<file path="config.mk">
export PLATFORM = sky130hd
export DESIGN_NAME = spl_cell
export DESIGN_NICKNAME = d
export VERILOG_FILES = /design/src/assert_macros.svh /design/src/spl_pkg.sv /design/src/spl_cell.sv
export SDC_FILE = /design/constraint.sdc
export NUM_CORES = 1
export LEC_CHECK = 0
export BUFFER_PORTS_ARGS = -buffer_cell sky130_fd_sc_hd__buf_2
export CORE_ASPECT_RATIO = 0.7
export CORE_MARGIN = 2
export CORE_UTILIZATION = 49
export CTS_CLUSTER_DIAMETER = 150
export DETAILED_ROUTE_END_ITERATION = 10
export MAX_ROUTING_LAYER = met4
export PLACE_DENSITY = 0.87
export SETUP_SLACK_MARGIN = 0.3
export SLEW_MARGIN = 0
export SYNTH_ARGS = -nofsm -noshare
export SYNTH_HDL_FRONTEND = slang
export SYNTH_SLANG_ARGS = --single-unit
export TNS_END_PERCENT = 20
</file>
<file path="constraint.sdc">
create_clock -name clk -period 9.3 [get_ports clk]
set_input_delay 1.86 -clock clk [delete_from_list [all_inputs] [get_ports clk]]
set_output_delay 1.86 -clock clk [all_outputs]
set_load 0.02 [all_outputs]
</file>
<file path="src/assert_macros.svh">
`ifndef ASSERT_MACROS_SVH
`define ASSERT_MACROS_SVH

// same-cycle implication, sampled on clk, off during reset
`define SPL_ASSERT_NOW(label, ante, cons) \
  label: assert property (@(posedge clk) disable iff (!rst_n) (ante) |-> (cons)) \
    else $error("spl assertion failed");

// next-cycle implication, sampled on clk, off during reset
`define SPL_ASSERT_NEXT(label, ante, cons) \
  label: assert property (@(posedge clk) disable iff (!rst_n) (ante) |=> (cons)) \
    else $error("spl assertion failed");

`endif

</file>
<file path="src/spl_pkg.sv">
package spl_pkg;

  localparam int DEPTH  = 64;
  localparam int IDX_W  = $clog2(DEPTH);
  localparam int CNT_W  = $clog2(DEPTH + 1);
  localparam int FREQ_W = 24;
  localparam int TAG_W  = 9;
  localparam int OCC_W  = 7;

  typedef enum logic [1:0] {
    KIND_SORTED = 2'd0,
    KIND_APPEND = 2'd1,
    KIND_POP    = 2'd2
  } kind_t;

  typedef enum logic [1:0] {
    ST_OK    = 2'd0,
    ST_FULL  = 2'd1,
    ST_EMPTY = 2'd2
  } status_t;

  typedef struct packed {
    logic              sorted;
    logic              append;
    logic              pop;
    logic [FREQ_W-1:0] new_freq;
    logic [TAG_W-1:0]  new_tag;
    logic [CNT_W-1:0]  count;
  } spl_cmd_t;

endpackage

</file>
<file path="src/spl_cell.sv">
module spl_cell
  import spl_pkg::*;
(
  input  logic              clk,
  input  spl_cmd_t          cmd,
  input  logic [IDX_W-1:0]  cell_idx,
  input  logic              lower_gt,
  input  logic [FREQ_W-1:0] lower_freq,
  input  logic [TAG_W-1:0]  lower_tag,
  input  logic              upper_run,
  input  logic [FREQ_W-1:0] upper_freq,
  input  logic [TAG_W-1:0]  upper_tag,
  output logic [FREQ_W-1:0] freq,
  output logic [TAG_W-1:0]  tag,
  output logic              run,
  output logic              gt
);

  logic [FREQ_W-1:0] freq_r;
  logic [FREQ_W-1:0] freq_nxt;
  logic [TAG_W-1:0]  tag_r;
  logic [TAG_W-1:0]  tag_nxt;
  logic              occ;
  logic              at_count;

  assign occ      = CNT_W'(cell_idx) < cmd.count;
  assign at_count = CNT_W'(cell_idx) == cmd.count;
  // stay in the larger run only while every occupied cell above is larger too
  assign run      = (!occ || (freq_r > cmd.new_freq)) && upper_run;
  assign gt       = occ && run;

  always_comb begin
    freq_nxt = freq_r;
    tag_nxt  = tag_r;
    priority if (cmd.sorted) begin
      if (lower_gt) begin
        freq_nxt = lower_freq;
        tag_nxt  = lower_tag;
      end else if (gt || at_count) begin
        freq_nxt = cmd.new_freq;
        tag_nxt  = cmd.new_tag;
      end
    end else if (cmd.append) begin
      freq_nxt = lower_freq;
      tag_nxt  = lower_tag;
    end else if (cmd.pop) begin
      freq_nxt = upper_freq;
      tag_nxt  = upper_tag;
    end else begin
      freq_nxt = freq_r;
      tag_nxt  = tag_r;
    end
  end

  always_ff @(posedge clk) begin
    freq_r <= freq_nxt;
    tag_r  <= tag_nxt;
  end

  assign freq = freq_r;
  assign tag  = tag_r;

endmodule

</file>
# Word-level counts from Yosys, hierarchy flattened
# Cells that the tools add are included.
[totals] word_cells=23 ff_bits=33 output_inout_bits=35 input_bits=118
[op_classes] n_reduce_logical=7 order_cmp=2 eq_ne=2 n_mux=10
[ops] operator="$mux 24" n=5
[ops] operator="$mux 9" n=5
[ops] operator="$gt 24x24->1" n=1
[ops] operator="$eq 6x7->1" n=1
[ops] operator="$lt 6x7->1" n=1
[ops] operator="$ne 3x1->1 const B" n=1
[ops] operator="$reduce_bool 3->1" n=1
[ops] operator="$logic_and 1x1->1" n=2
[ops] operator="$logic_or 1x1->1" n=2
[ops] operator="$reduce_and 2->1" n=1
[ops] operator="$logic_not 1->1" n=1

# Longest topological paths before layout
# Gate-level depths: netlist (run 1).
[logic_depth] ltp_word=9 ltp_mapped=8 mapped_depth_nobuf=8

# Worst setup path before layout (run 1)
# OpenSTA, ideal clock, no wires.
[synth_path] path_kind="input to register" startpoint="input port cmd[39] (netlist name)" endpoint="register freq_r[0] (netlist: freq[0]) (enable)" stages=7 n_path_buf=0 required_ps=8827 arrival_time_ps=5360 setup_slack_ps=3466 setup_ps=473 cell_sequence="inv_1 > ha_1 > nand4_1 > or2_1 > nor2_1 > a31oi_4 > o31ai_1"
[synth_between] elab_chain_cells=7
[synth_lines] element="start: declaration" line_no="spl_cell.sv:5" text="input spl_cmd_t cmd,"
[synth_lines] element="$gt 24x24->1" line_no="spl_cell.sv:29" text="assign run = (!occ || (freq_r > cmd.new_freq)) && upper_run;"
[synth_lines] element="$logic_or 1x1->1" line_no="spl_cell.sv:29"
[synth_lines] element="$logic_and 1x1->1" line_no="spl_cell.sv:29"
[synth_lines] element="$logic_and 1x1->1" line_no="spl_cell.sv:30" text="assign gt = occ && run;"
[synth_lines] element="$logic_or 1x1->1" line_no="spl_cell.sv:39" text="end else if (gt || at_count) begin"
[synth_lines] element="$ne 3x1->1 (no source line)"
[synth_lines] element="$reduce_and 2->1 (no source line)"
[synth_lines] element="end signal: assignment" line_no="spl_cell.sv:56" text="freq_r <= freq_nxt;"
[synth_lines] element="end: declaration" line_no="spl_cell.sv:19" text="logic [FREQ_W-1:0] freq_r;"
# Every way passes these cells.
# A chain may end at the register's enable or synchronous reset.

# Final worst setup path (run 1)
[layout_path] startpoint="input port cmd[35] (netlist name)" endpoint="output port gt"
[layout_between] elab_chain_cells=4
[layout_lines] element="$gt 24x24->1" line_no="spl_cell.sv:29"
[layout_lines] element="$logic_or 1x1->1" line_no="spl_cell.sv:29"
[layout_lines] element="$logic_and 1x1->1" line_no="spl_cell.sv:29"
[layout_lines] element="$logic_and 1x1->1" line_no="spl_cell.sv:30"
[layout_lines] element="end: declaration" line_no="spl_cell.sv:16" text="output logic gt"
# Every way passes these cells.

==> load_flow_metrics.sql, run 1 <==
INSERT INTO impl_metrics (metric_group, metric, value, unit) VALUES
('setup_path', 'cp_common_cell', 'sky130_fd_sc_hd__buf_2', ''),
('place', 'post-dp-hpwl', '5830', 'microns'),
('cts', 'numCtsBuffers', '5', ''),
('setup_path', 'cpPeakStageDelay', '0.53', 'ns'),
('cells_and_area', 'areaGrowthSynthToFinish', '31.6', '%'),
('grt', 'grt_pass1_vias', '2593', ''),
('floorplan', 'fp.dieH', '67.8', 'microns'),
('power_and_ir_drop', 'power.ir.vdd_worst', '0.0800', 'mV'),
('cts', 'cts_tree', 'done', ''),
('setup_path', 'worst_ep_arrival_time', '3.65', 'ns'),
('timing', 'tightestPinTransition', '0.747', 'ns'),
('logic_synthesis', 'instance_count_of_the_mapped_netlist', '295', ''),
('routing', 'wirelength', '7560', 'microns'),
('run', 'drv_cap', '0', ''),
('cells_and_area', 'diodes', '0', ''),
('logic_synthesis', 'async_reset_ff_share', '0', '%'),
('hold_path', 'hold_path_class', 'register to register', ''),
('cells_and_area', 'num-nets-final', '587', ''),
('floorplan', 'initial_core_util', '50.3', '%'),
('place', 'dpl_cell_area', '0.00367', 'sq mm'),
('setup_path', 'path_delay_family', 'simple AND/OR/NAND/NOR gates', ''),
('setup_path', 'timing.critical_path.required', '7.44', 'ns'),
('routing', 'drc_violation_total_after_the_first_tritonroute_iteration', '119', ''),
('cts', 'max-clock-path-buffers', '2', ''),
('routing', 'routed-wl-met2', '3640', 'microns'),
('routing', 'routed-wl-met3', '521', 'microns'),
('floorplan', 'ioPinCount', '153', ''),
('grt', 'grt_max_degree', '70', ''),
('cts', 'cts_hold_buffers', '0', ''),
('timing', 'maxClockFrequency', '0.182', 'GHz'),
('setup_path', 'crit_path_max_fanout', '3', ''),
('grt', 'grt_pass1_wl', '11700', 'microns'),
('cells_and_area', 'final.fill_count', '484', ''),
('logic_synthesis', 'synth_cell_type_count', '32', ''),
('setup_path', 'worst_setup_path_start_kind', 'input pin', ''),
('grt', 'grt_antenna_before_repair', '0', ''),
('run_status', 'run_status', 'finished, final reports clean', ''),
('logic_synthesis', 'yosysMostFrequentCell', 'sky130_fd_sc_hd__a21oi_1', ''),
('logic_synthesis', 'synth_enable_flop_cells', '33', ''),
('logic_synthesis', 'postSynthRegisterBits', '33', ''),
('cts', 'cts_sinks', '33', ''),
('place', 'dp_worst_setup_slack', '3.79', 'ns'),
('logic_synthesis', 'synth_flop_cell', 'sky130_fd_sc_hd__edfxtp_1', ''),
('routing', 'post_drt_via_cell_ratio', '5.40', ''),
('timing', 'finalHoldWorstSlack', '1.33', 'ns'),
('power_and_ir_drop', 'power.static_leakage', '1.84', 'nW'),
('grt', 'globalRouteTotalUtil', '24.0', '%'),
('setup_path', 'crit_chain', 'buf_2 -> inv_1 -> ha_1 -> nand4_1 -> or2_1 -> a21oi_1 -> or4b_4 -> a31oi_4 -> nor3_1 -> buf_2', ''),
('routing', 'dr_total_vias', '2777', ''),
('timing', 'clock-skew-final', '0.00387', 'ns'),
('power_and_ir_drop', 'power.density', '125', 'mW/mm^2'),
('routing', 'firstDrtPassIters', '4', ''),
('cts', 'cts_resized', '0', ''),
('timing', 'maxSlewHeadroom', '49.9', '%'),
('logic_synthesis', 'ys.warnings.count', '0', ''),
('place', 'place.gp.congestion', '0.782', ''),
('logic_synthesis', 'synth.avg_cell_area', '9.66', 'sq um'),
('timing', 'slew_viol_final', '0', ''),
('routing', 'routed.top_layer', 'met4', ''),
('logic_synthesis', 'synth_top_area_share', '34.8', '%'),
('timing', 'hold_viol', '0', ''),
('timing', 'timing.setup.tns', '0', 'ns'),
('timing', 'final.period_utilization', '59.2', '%'),
('routing', 'met1Wirelength', '3370', 'microns'),
('place', 'port_buffers', '152', ''),
('logic_synthesis', 'most_used_standard_cells_in_the_synthesized_netlist', 'sky130_fd_sc_hd__a21oi_1, sky130_fd_sc_hd__a211oi_1, sky130_fd_sc_hd__nor2b_1, sky130_fd_sc_hd__edfxtp_1, sky130_fd_sc_hd__mux2i_1', ''),
('floorplan', 'fp.coreArea', '0.00567', 'sq mm'),
('cts', 'clk_latency', '0.27', 'ns'),
('floorplan', 'die_w', '95.2', 'microns'),
('grt', 'grt_overflow', '0', ''),
('timing', 'timing.final.ws_setup', '3.79', 'ns');
## worst paths after layout
kind	startpoint	to	slack, ns	cells after the start
worst max register to register	freq[23]$_DFFE_PP_	tag[5]$_DFFE_PP_	6.52	7
worst max-delay path	cmd[35]	gt	3.79	10
worst min-delay path	freq[12]$_DFFE_PP_	freq[7]$_DFFE_PP_	1.33	5
worst min register to register	freq[12]$_DFFE_PP_	freq[7]$_DFFE_PP_	1.33	5
## per-layer routing
layer,vias to the layer above,track usage [%]
li1,1398,-
met1,1275,30.7
met2,100,40.3
met3,4,4.63
met4,0,5.07
met5,-,-
## worst register-to-register path, delay by kind of cell, from the launching register on
kind | cells | cell delay (ns)
AOI/OAI and AO/OA | 2 | 0.68
buffers and inverters | 1 | 0.44
adders and majority gates | 1 | 0.31
DFF | 1 | 0.40
and+or+nand+nor | 3 | 0.62
## cell usage in the layout, fill, tap and decap left out, types with 2 or more instances in the layout
cell                       netlist  routed
sky130_fd_sc_hd__buf_2           3     152
sky130_fd_sc_hd__a21oi_1        42      42
sky130_fd_sc_hd__a211oi_1       36      36
sky130_fd_sc_hd__nor2b_1        35      35
sky130_fd_sc_hd__mux2i_1        33      33
sky130_fd_sc_hd__edfxtp_1       33      33
sky130_fd_sc_hd__inv_1          30      30
sky130_fd_sc_hd__ha_1           30      30
sky130_fd_sc_hd__nand4_1         6       6
sky130_fd_sc_hd__clkbuf_8        0       5
sky130_fd_sc_hd__nand2_1         4       4
sky130_fd_sc_hd__buf_4           0       4
sky130_fd_sc_hd__nor2_1          3       3
sky130_fd_sc_hd__o21ai_0         3       3
sky130_fd_sc_hd__a21o_1          2       2
sky130_fd_sc_hd__nand3_1         2       2
## through the flow
stage	power [mW]	cells	util (%)
2_1_floorplan	0.304	295	-
3_3_place_gp	0.364	507	64.8
3_5_place_dp	0.371	507	64.8
4_1_cts	0.472	514	66.1
5_1_grt	0.497	514	66.1
6_report	0.468	514	66.1
## cell families (layout without fill, tap and decap cells)
group / after synthesis / count (layout) / synth area share (%)
DFF: 33 / 33 / 34.8
AOI/OAI and AO/OA: 92 / 92 / 21.0
buffers and inverters: 49 / 193 / 6.58
muxes: 33 / 33 / 11.6
and+or+nand+nor: 58 / 58 / 12.9
adders and majority gates: 30 / 30 / 13.2
## where the power goes
part           total, mW  internal (mW)  switching [mW]
sequential         0.196          0.187         0.00862
combinational      0.172         0.0737          0.0987
clock              0.100         0.0505          0.0495
total              0.468          0.312           0.157
## sequential cells by signal (all words and copies together) (netlist names)
| register | cells |
|---|---|
| freq | 24 |
| tag | 9 |
## layout make-up
type | count | area [sq um] | share of cell area (%)
clock buffer | 6 | 72.6 | 1.94
clock inverter | 1 | 3.75 | 0.100
inverter | 30 | 113 | 3.00
multi-input combinational | 213 | 1690 | 44.9
sequential | 33 | 991 | 26.4
tap | 75 | 93.8 | 2.50
timing repair buffer | 156 | 791 | 21.1
Power figures use the tool's default switching activity.
==> run 2: changes to the inputs <==
--- a/config.mk
+++ b/config.mk
@@ -8,11 +8,11 @@
 export BUFFER_PORTS_ARGS = -buffer_cell sky130_fd_sc_hd__buf_2
 export CORE_ASPECT_RATIO = 0.7
 export CORE_MARGIN = 2
-export CORE_UTILIZATION = 49
+export CORE_UTILIZATION = 41
 export CTS_CLUSTER_DIAMETER = 150
 export DETAILED_ROUTE_END_ITERATION = 10
 export MAX_ROUTING_LAYER = met4
-export PLACE_DENSITY = 0.87
+export PLACE_DENSITY = 0.78
 export SETUP_SLACK_MARGIN = 0.3
 export SLEW_MARGIN = 0
 export SYNTH_ARGS = -nofsm -noshare
==> constraint.sdc (replaced) <==
create_clock -name clk -period 4.8 [get_ports clk]
set_input_delay 0.96 -clock clk [delete_from_list [all_inputs] [get_ports clk]]
set_output_delay 0.96 -clock clk [all_outputs]
set_load 0.02 [all_outputs]
==> load_flow_metrics.sql, run 2 (synthesized netlist as in run 1, its figures left out) <==
INSERT INTO impl_metrics (metric_group, metric, value, unit) VALUES
('cells_and_area', 'post_route_cells_drive_above_1_share', '38.6', '%'),
('cells_and_area', 'final.fill_count', '623', ''),
('cells_and_area', 'largest_register_ffs', '24', ''),
('cts', 'numCtsBuffers', '5', ''),
('cells_and_area', 'areaGrowthSynthToFinish', '32.7', '%'),
('cts', 'cts_tree', 'done', ''),
('power_and_ir_drop', 'power.ir.vdd_worst', '0.130', 'mV'),
('cells_and_area', 'most-common-layout-cells', 'sky130_fd_sc_hd__buf_2, sky130_fd_sc_hd__a21oi_1, sky130_fd_sc_hd__a211oi_1', ''),
('timing', 'timing.final.ws_setup', '1.08', 'ns'),
('power_and_ir_drop', 'power.density', '242', 'mW/mm^2'),
('floorplan', 'fp.dieH', '73.8', 'microns'),
('setup_path', 'timing.critical_path.required', '3.84', 'ns'),
('routing', 'post_drt_via_cell_ratio', '5.10', ''),
('routing', 'remaining_drc_errors', '0', ''),
('setup_path', 'reg2reg_setup_slack', '2.30', 'ns'),
('cts', 'clk_latency', '0.28', 'ns'),
('floorplan', 'ioPinCount', '153', ''),
('hold_path', 'hp-start', 'lower_freq[4]', ''),
('power_and_ir_drop', 'power.static_leakage', '1.84', 'nW'),
('cts', 'cts.reportedPaths.clkPinSlew', '0.07', 'ns'),
('place', 'place.gp.congestion', '0.921', ''),
('timing', 'maxSlewHeadroom', '52.3', '%'),
('timing', 'final_period_minus_worst_setup_slack', '3.72', 'ns'),
('cts', 'cts_hold_buffers', '0', ''),
('routing', 'wirelength', '7630', 'microns'),
('setup_path', 'cp-end-kind', 'primary output', ''),
('setup_path', 'startpoint_to_endpoint_class_of_the_critical_path', 'input pin to primary output', ''),
('cts', 'cts_resized', '0', ''),
('setup_path', 'worst_ep_arrival_time', '2.76', 'ns'),
('place', 'dp_worst_setup_slack', '1.08', 'ns'),
('run_status', 'run_status', 'finished, final reports clean', ''),
('routing', 'dr_total_vias', '2726', ''),
('cts', 'h_tree_level_count', '2', ''),
('floorplan', 'die_w', '104', 'microns'),
('place', 'port_buffers', '152', ''),
('grt', 'grt_pass1_vias', '2588', ''),
('routing', 'antenna_left', '0', ''),
('setup_path', 'crit-reg2reg-launch', 'freq[23]$_DFFE_PP_', ''),
('setup_path', 'crit_path_max_fanout', '3', ''),
('grt', 'grt_max_degree', '68', ''),
('cells_and_area', 'num-nets-final', '587', ''),
('cts', 'cts_sinks', '33', ''),
('place', 'post-dp-hpwl', '5960', 'microns'),
('hold_path', 'hold_path_class', 'input pin to register', ''),
('floorplan', 'fp.coreArea', '0.00673', 'sq mm'),
('routing', 'wire_per_inst', '14.3', 'microns'),
('cts', 'post-cts-setup-buffer-count', '0', ''),
('timing', 'clock-skew-final', '0.00495', 'ns'),
('timing', 'slew_viol_final', '0', ''),
('timing', 'timing.setup.tns', '0', 'ns'),
('routing', 'firstDrtPassIters', '4', ''),
('hold_path', 'holdPathStages', '3', ''),
('floorplan', 'initial_core_util', '42.4', '%'),
('floorplan', 'design.die.area', '0.00765', 'sq mm'),
('cts', 'clock-root-buffer', 'sky130_fd_sc_hd__clkbuf_8', ''),
('setup_path', 'worstRegToRegCells', '7', ''),
('timing', 'maxClockFrequency', '0.269', 'GHz'),
('cells_and_area', 'diodes', '0', ''),
('run', 'drv_cap', '0', ''),
('grt', 'grt_overflow', '0', ''),
('grt', 'globalRouteTotalUtil', '20.0', '%'),
('grt', 'grt_pass1_wl', '11800', 'microns'),
('timing', 'rsz_0062_raised_after_global_routing', 'false', ''),
('grt', 'grt_antenna_before_repair', '0', ''),
('cts', 'max-clock-path-buffers', '2', ''),
('routing', 'drc_violation_total_after_the_first_tritonroute_iteration', '80', ''),
('timing', 'hold_viol', '0', ''),
('floorplan', 'rows', '25', ''),
('timing', 'tightestPinTransition', '0.716', 'ns'),
('hold_path', 'worst_hold_path.endpoint', 'freq[4]$_DFFE_PP_', ''),
('setup_path', 'worst_flop_to_flop_path_endpoint', 'tag[8]$_DFFE_PP_', ''),
('setup_path', 'worst_setup_path_start_kind', 'input pin', ''),
('timing', 'final.period_utilization', '77.4', '%'),
('timing', 'timing.final.setup_violations', '0', ''),
('cells_and_area', 'most_common_library_cell_in_the_layout_ignoring_fill_and_taps', 'sky130_fd_sc_hd__buf_2', '');
-- run 2: changes by cell type in the layout (fill, tap and decap cells not counted) --
cell	change
sky130_fd_sc_hd__clkinv_2	+2
sky130_fd_sc_hd__clkinvlp_4	+1
sky130_fd_sc_hd__clkinv_1	-1
sky130_fd_sc_hd__clkbuf_1	-1
-- run 2: worst max path at each step --
stage	start	end	slack (ns)	cells after the start
finish	cmd[17]	gt	1.08	10
global route	cmd[37]	run	0.97	10
CTS	cmd[17]	gt	1.08	10
detailed placement	cmd[38]	gt	1.08	10
global placement	cmd[37]	gt	1.08	10
floorplan	cmd[39]	freq[0]$_DFFE_PP_	0.89	7
-- run 2: per-stage QoR --
step	total power, mW	utilization, %	cells	instance area, sq um	hold WS, ns
2_1_floorplan	0.589	-	295	2860	1.21
3_3_place_gp	0.706	55.0	526	3700	1.32
3_5_place_dp	0.718	55.0	526	3700	1.34
4_1_cts	0.929	56.3	534	3780	1.04
5_1_grt	0.978	56.3	534	3780	1.05
6_report	0.917	56.3	534	3780	1.05
-- run 2: where the power goes --
group | internal, mW | switching (mW) | total, mW | leakage (nW)
combinational | 0.142 | 0.190 | 0.332 | 1.47
clock | 0.100 | 0.106 | 0.207 | 0.0439
sequential | 0.363 | 0.0162 | 0.379 | 0.330
total | 0.605 | 0.312 | 0.917 | 1.84
-- run 2: critical path, stage by stage --
cell                       delay [ns]
sky130_fd_sc_hd__buf_2           0.09
sky130_fd_sc_hd__inv_1           0.04
sky130_fd_sc_hd__ha_1            0.30
sky130_fd_sc_hd__nor2b_4         0.13
sky130_fd_sc_hd__o211ai_2        0.13
sky130_fd_sc_hd__a21oi_1         0.09
sky130_fd_sc_hd__or4_4           0.53
sky130_fd_sc_hd__a31oi_4         0.22
sky130_fd_sc_hd__nor3_1          0.08
sky130_fd_sc_hd__buf_2           0.19
-- run 2: area by class of cell --
class | count | area, sq um | share of cell area [%]
clock buffers | 5 | 68.8 | 1.82
multi-input cells | 213 | 1690 | 44.5
inverters | 30 | 113 | 2.98
repair buffers | 156 | 791 | 20.9
flip-flops and latches | 33 | 991 | 26.2
well taps | 94 | 118 | 3.11
clock inverters | 3 | 17.5 | 0.463
-- run 2: per-layer routing --
layer | part of all wire (%) | global-route usage, %
met5 | 0 | -
met2 | 47 | 35.0
met1 | 46 | 24.2
met3 | 6.3 | 4.35
met4 | 0.60 | 4.05
==> run 3: changes to the inputs <==
==> constraint.sdc (replaced) <==
create_clock -name clk -period 3.2 [get_ports clk]
set_input_delay 0.64 -clock clk [delete_from_list [all_inputs] [get_ports clk]]
set_output_delay 0.64 -clock clk [all_outputs]
set_load 0.02 [all_outputs]
==> load_flow_metrics.sql, run 3 (synthesized netlist as in run 1, its figures left out) <==
INSERT INTO impl_metrics (metric_group, metric, value, unit) VALUES
('timing', 'tightestPinTransition', '0.587', 'ns'),
('cells_and_area', 'largest_register_ffs', '24', ''),
('floorplan', 'initial_core_util', '42.4', '%'),
('setup_path', 'crit-reg2reg-launch', 'freq[21]$_DFFE_PP_', ''),
('setup_path', 'crit_chain', 'buf_6 -> inv_4 -> ha_4 -> nor2b_4 -> o211ai_2 -> a21oi_2 -> or4_4 -> a31oi_4 -> nor3_2 -> buf_2', ''),
('cells_and_area', 'num-nets-final', '593', ''),
('floorplan', 'rows', '25', ''),
('place', 'place.gp.congestion', '0.853', ''),
('setup_path', 'cp_slowest_cell', 'sky130_fd_sc_hd__or4_4', ''),
('setup_path', 'cp-end-kind', 'primary output', ''),
('routing', 'remaining_drc_errors', '0', ''),
('power_and_ir_drop', 'power.density', '354', 'mW/mm^2'),
('routing', 'wire_per_inst', '15.3', 'microns'),
('power_and_ir_drop', 'power_switching_share', '33.9', '%'),
('power_and_ir_drop', 'power.static_leakage', '1.87', 'nW'),
('power_and_ir_drop', 'power_switching', '0.484', 'mW'),
('timing', 'maxClockFrequency', '0.339', 'GHz'),
('floorplan', 'fp.dieH', '73.8', 'microns'),
('setup_path', 'timing.critical_path.required', '2.56', 'ns'),
('setup_path', 'reg2reg_setup_slack', '0.49', 'ns'),
('cts', 'max-clock-path-buffers', '2', ''),
('power_and_ir_drop', 'internal_power', '0.943', 'mW'),
('cells_and_area', 'post_route_cells_drive_above_1_share', '45.4', '%'),
('routing', 'wirelength', '8220', 'microns'),
('floorplan', 'fp.coreArea', '0.00673', 'sq mm'),
('cts', 'cts_tree', 'done', ''),
('hold_path', 'hold_path_class', 'input pin to register', ''),
('routing', 'firstDrtPassIters', '5', ''),
('timing', 'timing.setup.tns', '0', 'ns'),
('routing', 'antenna_left', '0', ''),
('place', 'port_buffers', '152', ''),
('cells_and_area', 'diodes', '0', ''),
('setup_path', 'startpoint_to_endpoint_class_of_the_critical_path', 'input pin to primary output', ''),
('grt', 'grt_max_degree', '57', ''),
('place', 'post-dp-hpwl', '6160', 'microns'),
('grt', 'globalRouteTotalUtil', '21.1', '%'),
('timing', 'rsz_0062_raised_after_global_routing', 'true', ''),
('cells_and_area', 'most-common-layout-cells', 'sky130_fd_sc_hd__buf_2, sky130_fd_sc_hd__a21oi_1, sky130_fd_sc_hd__nor2b_1', ''),
('power_and_ir_drop', 'pwr-share-clk', '20.5', '%'),
('setup_path', 'cpPeakStageDelay', '0.54', 'ns'),
('power_and_ir_drop', 'power_frac_seq', '40.3', '%'),
('floorplan', 'die_w', '104', 'microns'),
('setup_path', 'worst_flop_to_flop_path_endpoint', 'freq[23]$_DFFE_PP_', ''),
('power_and_ir_drop', 'power.combinational.fraction', '39.2', '%'),
('cts', 'clock-root-buffer', 'sky130_fd_sc_hd__clkbuf_8', ''),
('floorplan', 'ioPinCount', '153', ''),
('timing', 'final_period_minus_worst_setup_slack', '2.95', 'ns'),
('cells_and_area', 'final_util', '59.9', '%'),
('cts', 'cts_sinks', '33', ''),
('routing', 'post_drt_via_cell_ratio', '5.26', ''),
('timing', 'clock-skew-final', '0.00682', 'ns'),
('setup_path', 'crit_path_max_fanout', '3', ''),
('routing', 'dr_total_vias', '2833', ''),
('cells_and_area', 'most_common_library_cell_in_the_layout_ignoring_fill_and_taps', 'sky130_fd_sc_hd__buf_2', ''),
('cts', 'cts.reportedPaths.clkPinSlew', '0.06', 'ns'),
('run', 'drv_cap', '0', ''),
('timing', 'maxSlewHeadroom', '60.9', '%'),
('timing', 'hold_viol', '0', ''),
('timing', 'slew_viol_final', '0', ''),
('grt', 'grt_overflow', '0', ''),
('cells_and_area', 'areaGrowthSynthToFinish', '41.4', '%'),
('setup_path', 'crit_path_end', 'gt', ''),
('setup_path', 'worst_ep_arrival_time', '2.31', 'ns'),
('cts', 'clk_latency', '0.28', 'ns'),
('timing', 'final.period_utilization', '92.3', '%'),
('floorplan', 'design.die.area', '0.00765', 'sq mm'),
('grt', 'grt_antenna_before_repair', '0', ''),
('timing', 'timing.final.setup_violations', '0', ''),
('run_status', 'run_status', 'finished, final reports clean', ''),
('setup_path', 'worstRegToRegCells', '10', ''),
('setup_path', 'worst_setup_path_start_kind', 'input pin', ''),
('power_and_ir_drop', 'power.ir.vdd_worst', '0.202', 'mV'),
('cts', 'h_tree_level_count', '2', ''),
('grt', 'grt_pass1_vias', '2753', ''),
('cts', 'numCtsBuffers', '5', ''),
('cts', 'cts_hold_buffers', '0', ''),
('grt', 'grt_pass1_wl', '12600', 'microns'),
('setup_path', 'startpoint', 'cmd[17]', ''),
('routing', 'drc_violation_total_after_the_first_tritonroute_iteration', '107', '');
-- run 3: worst min path at each step --
stage,to,startpoint,depth (start not counted)
floorplan,freq[21]$_DFFE_PP_,lower_freq[21],2
detailed placement,freq[19]$_DFFE_PP_,lower_freq[19],3
global placement,freq[18]$_DFFE_PP_,lower_freq[18],3
finish,freq[21]$_DFFE_PP_,lower_freq[21],3
CTS,freq[21]$_DFFE_PP_,lower_freq[21],3
global route,freq[13]$_DFFE_PP_,lower_freq[13],3
-- run 3: layout make-up --
| type | instances | area (sq um) |
|---|---|---|
| repair buffers | 162 | 867 |
| clock inverters | 1 | 3.75 |
| well taps | 94 | 118 |
| multi-input cells | 213 | 1860 |
| fillers | 581 | 2700 |
| clock buffers | 6 | 72.6 |
| inverters | 30 | 115 |
| flip-flops and latches | 33 | 991 |
-- run 3: stage by stage --
stage	power, mW	instance area [sq um]	hold slack (ns)	setup slack [ns]	std cells
5_1_grt	1.51	4030	0.740	0.180	539
2_1_floorplan	0.888	2880	0.894	0.301	295
3_3_place_gp	1.07	3730	1.01	0.161	526
6_report	1.43	4030	0.729	0.246	539
3_5_place_dp	1.08	3730	1.01	0.129	526
4_1_cts	1.40	3900	0.720	0.216	536
-- run 3: metal layers --
layer | vias up | GRT usage, % | wire [microns]
met4 | 0 | 4.05 | 99
met1 | 1306 | 26.4 | 3780
met3 | 8 | 4.35 | 500
li1 | 1404 | - | -
met2 | 115 | 36.4 | 3840
met5 | - | - | 0
-- run 3: worst max-delay path, delay by kind of cell --
kind / cells / cell delay, ns
adder cells (fa/ha/maj): 1 / 0.19
buffers and inverters: 3 / 0.32
AO/OA/AOI/OAI: 3 / 0.44
AND/OR/NAND/NOR: 3 / 0.71
-- run 3: power by group through the flow --
stage	combinational, mW	clock (mW)	sequential, mW
finish	0.559	0.293	0.575
global route	0.612	0.322	0.580
CTS	0.524	0.304	0.573
detailed placement	0.506	0	0.578
global placement	0.491	0	0.576
floorplan	0.246	0	0.642
-- run 3: what timing repair did --
item                       CTS  global route
buffers inserted             3             3
pin swaps                   14            14
setup endpoints to repair    2            30
resized for setup            9            23
